$ cat src/btd_pkg.sv
// ---------------------------------------------------------------------------
// btd_pkg
// Types, constants and helper functions of the binary to decimal converter.
// ---------------------------------------------------------------------------
`default_nettype none

package btd_pkg;

  localparam int VALUE_W        = 20;
  localparam int DIGIT_W        = 4;
  localparam int NUM_DIGITS_DEF = 6;
  localparam int NUM_DIGITS_MAX = 9;
  // Wide enough for 10^9, the limit at the largest digit count.
  localparam int WEIGHT_W       = 34;
  localparam int EXP_W          = 4;
  localparam int QUEUE_DEPTH    = 2;
  localparam int QPTR_W         = $clog2(QUEUE_DEPTH);
  localparam int QCNT_W         = $clog2(QUEUE_DEPTH + 1);

  // One queued item: the value and its range class.
  typedef struct packed {
    logic [VALUE_W-1:0] value;
    logic               too_large;
  } btd_entry_t;

  // Queue head as seen by the back end.
  typedef struct packed {
    logic       valid;
    btd_entry_t entry;
  } btd_head_t;

  typedef struct packed {
    logic [DIGIT_W-1:0] digit;
    logic [VALUE_W-1:0] rem;
  } btd_step_t;

  function automatic logic [WEIGHT_W-1:0] weight_of(input logic [EXP_W-1:0] e);
    logic [WEIGHT_W-1:0] w;
    case (e)
      4'd0:    w = WEIGHT_W'(64'd1);
      4'd1:    w = WEIGHT_W'(64'd10);
      4'd2:    w = WEIGHT_W'(64'd100);
      4'd3:    w = WEIGHT_W'(64'd1000);
      4'd4:    w = WEIGHT_W'(64'd10000);
      4'd5:    w = WEIGHT_W'(64'd100000);
      4'd6:    w = WEIGHT_W'(64'd1000000);
      4'd7:    w = WEIGHT_W'(64'd10000000);
      4'd8:    w = WEIGHT_W'(64'd100000000);
      4'd9:    w = WEIGHT_W'(64'd1000000000);
      default: w = '0;
    endcase
    return w;
  endfunction

  // Leading digit of v against weight w, found by nine parallel compares
  // against the multiples of w, and what is left once it is taken off.
  function automatic btd_step_t digit_step(input logic [VALUE_W-1:0] v,
                                           input logic [WEIGHT_W-1:0] w);
    btd_step_t           s;
    logic [WEIGHT_W-1:0] vx;
    logic [WEIGHT_W-1:0] mw;
    logic [WEIGHT_W-1:0] sub;
    vx      = WEIGHT_W'(v);
    sub     = '0;
    s.digit = '0;
    for (int m = 1; m <= 9; m++) begin
      mw = WEIGHT_W'(m) * w;
      if (vx >= mw) begin
        s.digit = DIGIT_W'(m);
        sub     = mw;
      end
    end
    s.rem = VALUE_W'(vx - sub);
    return s;
  endfunction

endpackage

`default_nettype wire

$ cat src/btd_front.sv
// ---------------------------------------------------------------------------
// btd_front
// Accepts input items, flags values out of range and queues them.
// ---------------------------------------------------------------------------
`default_nettype none

module btd_front
  import btd_pkg::*;
#(
  parameter int NUM_DIGITS = NUM_DIGITS_DEF
) (
  input  wire logic               clk,
  input  wire logic               rst_n,
  input  wire logic               in_tvalid,
  output logic                    in_tready,
  input  wire logic [VALUE_W-1:0] in_value,
  input  wire logic               pop,
  output btd_head_t               head
);

  localparam logic [WEIGHT_W-1:0] LIMIT = weight_of(EXP_W'(NUM_DIGITS));

  btd_entry_t         mem_r [QUEUE_DEPTH];
  logic [QPTR_W-1:0]  wr_ptr_r, wr_ptr_nxt;
  logic [QPTR_W-1:0]  rd_ptr_r, rd_ptr_nxt;
  logic [QCNT_W-1:0]  count_r, count_nxt;
  logic               push;
  logic               pop_ok;
  btd_entry_t         wr_entry;

  assign in_tready = (count_r != QCNT_W'(QUEUE_DEPTH));
  assign push      = in_tvalid && in_tready;
  assign pop_ok    = pop && (count_r != '0);

  always_comb begin
    wr_entry.value     = in_value;
    wr_entry.too_large = (WEIGHT_W'(in_value) >= LIMIT);
  end

  always_comb begin
    wr_ptr_nxt = wr_ptr_r;
    rd_ptr_nxt = rd_ptr_r;
    count_nxt  = count_r;
    if (push) begin
      wr_ptr_nxt = (wr_ptr_r == QPTR_W'(QUEUE_DEPTH - 1)) ? '0 : wr_ptr_r + 1'b1;
    end
    if (pop_ok) begin
      rd_ptr_nxt = (rd_ptr_r == QPTR_W'(QUEUE_DEPTH - 1)) ? '0 : rd_ptr_r + 1'b1;
    end
    if (push && !pop_ok) begin
      count_nxt = count_r + 1'b1;
    end else if (pop_ok && !push) begin
      count_nxt = count_r - 1'b1;
    end
  end

  always_ff @(posedge clk) begin
    if (!rst_n) begin
      wr_ptr_r <= '0;
      rd_ptr_r <= '0;
      count_r  <= '0;
    end else begin
      wr_ptr_r <= wr_ptr_nxt;
      rd_ptr_r <= rd_ptr_nxt;
      count_r  <= count_nxt;
    end
  end

  always_ff @(posedge clk) begin
    if (push) begin
      mem_r[wr_ptr_r] <= wr_entry;
    end
  end

  assign head.valid = (count_r != '0);
  assign head.entry = mem_r[rd_ptr_r];

endmodule

`default_nettype wire

$ cat src/btd_back.sv
// ---------------------------------------------------------------------------
// btd_back
// Splits queued values into decimal digits, one result item per cycle while the receiver takes them.
// ---------------------------------------------------------------------------
`default_nettype none

module btd_back
  import btd_pkg::*;
#(
  parameter int NUM_DIGITS = NUM_DIGITS_DEF
) (
  input  wire logic               clk,
  input  wire logic               rst_n,
  input  wire btd_head_t          head,
  output logic                    pop,
  output logic                    out_tvalid,
  input  wire logic               out_tready,
  output logic [DIGIT_W-1:0]      out_digit,
  output logic                    out_is_last,
  output logic                    out_too_large
);

  localparam int CNT_W = (NUM_DIGITS > 1) ? $clog2(NUM_DIGITS) : 1;

  logic                busy_r, busy_nxt;
  logic [CNT_W-1:0]    cnt_r, cnt_nxt;
  logic [VALUE_W-1:0]  rem_r, rem_nxt;
  logic                valid_r, valid_nxt;
  logic [DIGIT_W-1:0]  digit_r, digit_nxt;
  logic                last_r, last_nxt;
  logic                err_r, err_nxt;

  logic                advance;
  logic [VALUE_W-1:0]  src_value;
  logic [CNT_W-1:0]    src_cnt;
  logic                src_last;
  logic [EXP_W-1:0]    src_exp;
  btd_step_t           step;

  // The output register is free when empty or being taken this cycle.
  assign advance   = !valid_r || out_tready;
  assign src_value = busy_r ? rem_r : head.entry.value;
  assign src_cnt   = busy_r ? cnt_r : '0;
  assign src_last  = (src_cnt == CNT_W'(NUM_DIGITS - 1));
  assign src_exp   = EXP_W'(NUM_DIGITS - 1) - EXP_W'(src_cnt);
  assign step      = digit_step(src_value, weight_of(src_exp));
  assign pop       = advance && !busy_r && head.valid;

  always_comb begin
    busy_nxt  = busy_r;
    cnt_nxt   = cnt_r;
    rem_nxt   = rem_r;
    valid_nxt = valid_r;
    digit_nxt = digit_r;
    last_nxt  = last_r;
    err_nxt   = err_r;
    if (advance) begin
      valid_nxt = busy_r || head.valid;
      if (!busy_r && head.valid && head.entry.too_large) begin
        digit_nxt = '0;
        last_nxt  = 1'b1;
        err_nxt   = 1'b1;
      end else if (busy_r || head.valid) begin
        digit_nxt = step.digit;
        last_nxt  = src_last;
        err_nxt   = 1'b0;
        rem_nxt   = step.rem;
        cnt_nxt   = src_cnt + 1'b1;
        busy_nxt  = !src_last;
      end
    end
  end

  always_ff @(posedge clk) begin
    if (!rst_n) begin
      busy_r  <= 1'b0;
      valid_r <= 1'b0;
    end else begin
      busy_r  <= busy_nxt;
      valid_r <= valid_nxt;
    end
  end

  always_ff @(posedge clk) begin
    cnt_r   <= cnt_nxt;
    rem_r   <= rem_nxt;
    digit_r <= digit_nxt;
    last_r  <= last_nxt;
    err_r   <= err_nxt;
  end

  assign out_tvalid    = valid_r;
  assign out_digit     = digit_r;
  assign out_is_last   = last_r;
  assign out_too_large = err_r;

endmodule

`default_nettype wire

$ cat src/binary_to_decimal_digits.sv
// ---------------------------------------------------------------------------
// binary_to_decimal_digits
// Converts unsigned binary values into runs of decimal digits.
// ---------------------------------------------------------------------------
// Each input item on the in_ stream carries one 20-bit unsigned value. The
// out_ stream answers with NUM_DIGITS result items, one digit each, most
// significant first with leading zeros kept; out_tlast marks the final one.
// A value of 10^NUM_DIGITS or more gives a single item with out_tuser set,
// digit zero and out_tlast set.
// The first digit passes through the queue and then the output register
// before it is presented on out_.
// The back end emits one result item per cycle while the receiver takes
// them, so a value gives NUM_DIGITS items (six by default) and a refused
// value gives one. A two-entry queue between the front and the back end lets
// new items in while a run is still being emitted.
// Reset empties the queue and the output register. When the receiver stalls,
// the current item holds on out_ and the queue fills, after which in_tready
// falls until the receiver takes items again.
// ---------------------------------------------------------------------------
`default_nettype none

module binary_to_decimal_digits
  import btd_pkg::*;
#(
  parameter int NUM_DIGITS = NUM_DIGITS_DEF
) (
  input  wire logic        clk,
  input  wire logic        rst_n,
  input  wire logic        in_tvalid,
  output logic             in_tready,
  input  wire logic [23:0] in_tdata,   // [19:0] value, [23:20] zero fill
  output logic             out_tvalid,
  input  wire logic        out_tready,
  output logic [7:0]       out_tdata,  // [3:0] digit, [7:4] zero fill
  output logic             out_tlast,
  output logic             out_tuser   // [0] too_large
);

  btd_head_t          head;
  logic               pop;
  logic [DIGIT_W-1:0] digit;

  btd_front #(
    .NUM_DIGITS (NUM_DIGITS)
  ) u_front (
    .clk       (clk),
    .rst_n     (rst_n),
    .in_tvalid (in_tvalid),
    .in_tready (in_tready),
    .in_value  (in_tdata[VALUE_W-1:0]),
    .pop       (pop),
    .head      (head)
  );

  btd_back #(
    .NUM_DIGITS (NUM_DIGITS)
  ) u_back (
    .clk           (clk),
    .rst_n         (rst_n),
    .head          (head),
    .pop           (pop),
    .out_tvalid    (out_tvalid),
    .out_tready    (out_tready),
    .out_digit     (digit),
    .out_is_last   (out_tlast),
    .out_too_large (out_tuser)
  );

  assign out_tdata = {4'b0000, digit};

endmodule

`default_nettype wire

$ cat config.mk
export PLATFORM = sky130hd
export DESIGN_NAME = binary_to_decimal_digits
export DESIGN_NICKNAME = d
export VERILOG_FILES = /design/src/btd_pkg.sv /design/src/btd_front.sv /design/src/btd_back.sv /design/src/binary_to_decimal_digits.sv
export SDC_FILE = /design/constraint.sdc
export NUM_CORES = 1
export LEC_CHECK = 0
export BUFFER_PORTS_ARGS = -buffer_cell sky130_fd_sc_hd__buf_2
export CAP_MARGIN = 15
export CORE_UTILIZATION = 55
export CTS_BUF_LIST = sky130_fd_sc_hd__clkbuf_2
export DETAILED_ROUTE_END_ITERATION = 12
export PLACE_DENSITY_LB_ADDON = 0.3
export SYNTH_ARGS = -nofsm -noshare
export SYNTH_HDL_FRONTEND = slang
export SYNTH_SLANG_ARGS = --single-unit
$ cat constraint.sdc
create_clock -name clk -period 11.99 [get_ports clk]
set_clock_uncertainty 0.05 [all_clocks]
set_input_delay 3.597 -clock clk [delete_from_list [all_inputs] [get_ports clk]]
set_output_delay 3.597 -clock clk [all_outputs]
set_load 0.02 [all_outputs]
==> flow_summary.ini <==
[run_status]
outcome = finished clean

[timing]
fin_crit_ns = 11.21
final_min_period_over_clock_period_pct = 93.5
setup-violations-final = 0
slew_violations = 0
worst_pin_slew_ns = 1.05
relSlewSlack_pct = 30.1
final.setup.tns_ns = 0
final_hold_viol_count = 0
rsz_0062_raised_after_global_routing = no
fmax_ghz = 0.0892
timing.final.ws_setup_ns = 0.777

[global_routing]
overflow = 0
vias_in_the_first_global_route = 14532
antenna_found_initial = 3
grt_first_pass_wirelength_um = 83800
grt_start_max_net_pins = 44
grt_usage_pct = 38.1

[worst_setup_path]
critPathCaptureType = flip-flop
crit_arrival_ns = 11.54
reg2reg_slack_ns = 0.78
maximum_single_stage_delay_on_the_critical_path_ns = 0.73
crit_type = reg -> reg
r2r_start = u_back.cnt_r[1]
r2r_end = u_back.rem_r[18]
timing.critical_path.from_type = flip-flop
critical_path.max_fanout = 14
timing.critical_path.slowest_stage_cell = sky130_fd_sc_hd__a21oi_1
required_time_worst_endpoint_ns = 12.32
rr_worst_depth = 42

[synth]
synth_cells = 1915
synth_warnings = 0
ys_seq_elements = 78
synth.cell_area_mm2 = 0.0157
synth_largest_type_area_fraction_pct = 25.4
synth_top_cell_by_area = sky130_fd_sc_hd__ha_1
dominantRegCellSynth = sky130_fd_sc_hd__edfxtp_1
library_cells_used_by_synthesis = 109
sequential_to_total_area_share_from_yosys_stat_pct = 14.5
syn_avg_cell_area_um2 = 8.19
ys_top_cells_by_area = sky130_fd_sc_hd__ha_1 25%, sky130_fd_sc_hd__edfxtp_1 14%, sky130_fd_sc_hd__a21oi_1 4.6%
synth_edf_count = 71
ys_async_sr_fraction_pct = 0

[clock_tree]
clock_path_buffers = 2
cts_tree = built
number_of_buffers_created_by_cts = 9
maximum_level_of_the_cts_h_tree = 3
clk_pin_slew_ns = 0.31
clock-root-buffer = sky130_fd_sc_hd__clkbuf_2
clkLatencyLatePin_ns = 0.62
postCtsHoldBufs = 0
cts.repair.resized = 0
clock-sinks = 78
post-cts-setup-buffer-count = 0

[floorplan]
floorplan.die_area_mm2 = 0.0292
dieHeight_um = 171
core_mm2 = 0.0279
initial_core_util_pct = 56.2
placementRows = 61
io-pin-count = 40
die_w_um = 171

[routing]
drt_iter0_drc = 1545
drt.antenna.violating_nets = 0
drt-wirelength-per-cell_um = 23.8
firstDrtPassIters = 6
number_of_design_rule_violations_left_after_detail_routing = 0
drt-total-wl_um = 55800
post_drt_via_cell_ratio = 6.69
dr_total_vias = 15726

[layout]
layout_fillers = 2624
multi_input_comb_area_mm2 = 0.0127
drive_gt1_share_pct = 9.74
layout.nets = 2327
final-seq-area_mm2 = 0.00227
area_growth_syn_to_layout_pct = 6.39

[hold_path]
min_delay_src = u_front.count_r[1]
whs_path_depth = 2
hold-path-endpoint = u_front.count_r[1]
hold_path.class = reg -> reg

[place]
port-buffer-count = 31
detailedPlacementHpwl_um = 45100
dpl_worst_slack_ns = 1.03
gp_congestion = 1.04

[run]
drv_cap = 0
area by class of cell:
class,instances,share of cell area (%)
timing repair buffer,104,4.26
sequential,78,13.6
tap,378,2.83
antenna,1,0.0150
multi-input combinational,1663,76.1
clock buffer,9,0.270
clock inverter,7,0.345
inverter,110,2.55
Yosys cell counts (32+ instances only):
cell	number
sky130_fd_sc_hd__nand2_1	152
sky130_fd_sc_hd__mux2i_1	40
sky130_fd_sc_hd__a21oi_1	144
sky130_fd_sc_hd__nor2_1	134
sky130_fd_sc_hd__nand3_1	40
sky130_fd_sc_hd__xnor2_1	50
sky130_fd_sc_hd__nor3_1	38
sky130_fd_sc_hd__edfxtp_1	71
sky130_fd_sc_hd__inv_1	103
sky130_fd_sc_hd__nand4_1	37
sky130_fd_sc_hd__ha_1	318
sky130_fd_sc_hd__nor2b_1	32
sky130_fd_sc_hd__a21o_1	57
sky130_fd_sc_hd__o21ai_0	114
sky130_fd_sc_hd__a211oi_1	50
sky130_fd_sc_hd__clkbuf_1	47
worst max-delay path: cells and delay by family, from the launching register on:
| family | cells | cell delay [ns] |
|---|---|---|
| adder cells (fa/ha/maj) | 6 | 2.39 |
| AND/OR/NAND/NOR | 9 | 1.91 |
| flip-flops | 1 | 0.64 |
| buffers and inverters | 5 | 0.87 |
| AO/OA/AOI/OAI | 20 | 4.75 |
| XOR/XNOR | 2 | 0.36 |
routing by layer:
metal | track usage [%] | up-vias | part of all wire, %
met3 | 9.83 | 132 | 10
met5 | 0 | - | 0.023
li1 | - | 7404 | -
met4 | 15.1 | 2 | 4.0
met1 | 49.2 | 7442 | 42
met2 | 60.2 | 746 | 44
registers in the layout, summed over array words and instances (netlist names), 2 cells and up, named ones only:
register and flops:
u_front.count_r 2, u_front.mem_r 42, u_back.cnt_r 3, u_back.rem_r 20, u_back.out_digit 4
layout by cell type, fill, tap and decap left out, types with 10 or more instances in the layout:
master,netlist,layout
sky130_fd_sc_hd__xnor2_1,50,50
sky130_fd_sc_hd__o22ai_1,10,10
sky130_fd_sc_hd__or2_2,12,12
sky130_fd_sc_hd__a31oi_1,26,26
sky130_fd_sc_hd__o211ai_1,29,29
sky130_fd_sc_hd__a22oi_1,20,20
sky130_fd_sc_hd__edfxtp_1,71,71
sky130_fd_sc_hd__a21o_1,57,57
sky130_fd_sc_hd__nand3_1,40,40
sky130_fd_sc_hd__mux2i_1,40,40
sky130_fd_sc_hd__nor3_1,38,36
sky130_fd_sc_hd__o21ai_0,114,113
sky130_fd_sc_hd__nand2b_1,21,21
sky130_fd_sc_hd__nor2b_1,32,32
sky130_fd_sc_hd__buf_2,7,31
sky130_fd_sc_hd__ha_1,318,318
sky130_fd_sc_hd__o31ai_1,10,10
sky130_fd_sc_hd__and2_1,19,19
sky130_fd_sc_hd__o21a_1,24,24
sky130_fd_sc_hd__or3_1,15,15
sky130_fd_sc_hd__a211oi_1,50,50
sky130_fd_sc_hd__nor4_1,11,11
sky130_fd_sc_hd__inv_1,103,103
sky130_fd_sc_hd__o21bai_1,11,11
sky130_fd_sc_hd__nand4_1,37,37
sky130_fd_sc_hd__nor2_1,134,133
sky130_fd_sc_hd__nand2_1,152,152
sky130_fd_sc_hd__a211o_1,19,19
sky130_fd_sc_hd__a21oi_1,144,144
sky130_fd_sc_hd__buf_4,5,72
sky130_fd_sc_hd__xor2_1,29,29
sky130_fd_sc_hd__fa_1,15,15
sky130_fd_sc_hd__and3_1,13,13
stage by stage:
step           std cells  cell area [µm²]  hold WS, ns  util [%]
2_1_floorplan       1918            15700        0.450         -
3_3_place_gp        2332            16600        0.475      59.3
3_5_place_dp        2332            16600        0.525      59.3
4_1_cts             2348            16700        0.558      59.7
5_1_grt             2350            16700        0.598      59.8
6_report            2350            16700        0.550      59.8
cells by family (layout without fill, tap and decap cells):
group / Yosys count / count (layout) / share of synthesized area (%)
xor+xnor: 81 / 81 / 4.62
flops: 78 / 78 / 14.5
other cells: 1 / 5 / 0.0239
mux: 49 / 49 / 3.22
simple gates: 559 / 559 / 17.8
buf+inv: 177 / 230 / 4.78
fa+ha+maj: 333 / 333 / 27.3
compound gates: 637 / 637 / 27.8
worst max path at each step:
| stage | from | to | slack (ns) | cells after the start |
|---|---|---|---|---|
| global placement | u_back.busy_r | u_back.rem_r[18] | 1.13 | 44 |
| detailed placement | u_back.busy_r | u_back.rem_r[18] | 1.03 | 41 |
| finish | u_back.cnt_r[1] | u_back.rem_r[18] | 0.78 | 42 |
| global route | u_back.cnt_r[1] | u_back.rem_r[18] | 0.13 | 47 |
| CTS | u_back.cnt_r[1] | u_back.rem_r[18] | 0.95 | 41 |
| floorplan | u_back.cnt_r[2] | u_back.rem_r[18] | 1.95 | 46 |
Power is left out: the tool's default activity adds up to more than one toggle a clock period on the data nets, which glitch-free logic cannot reach.
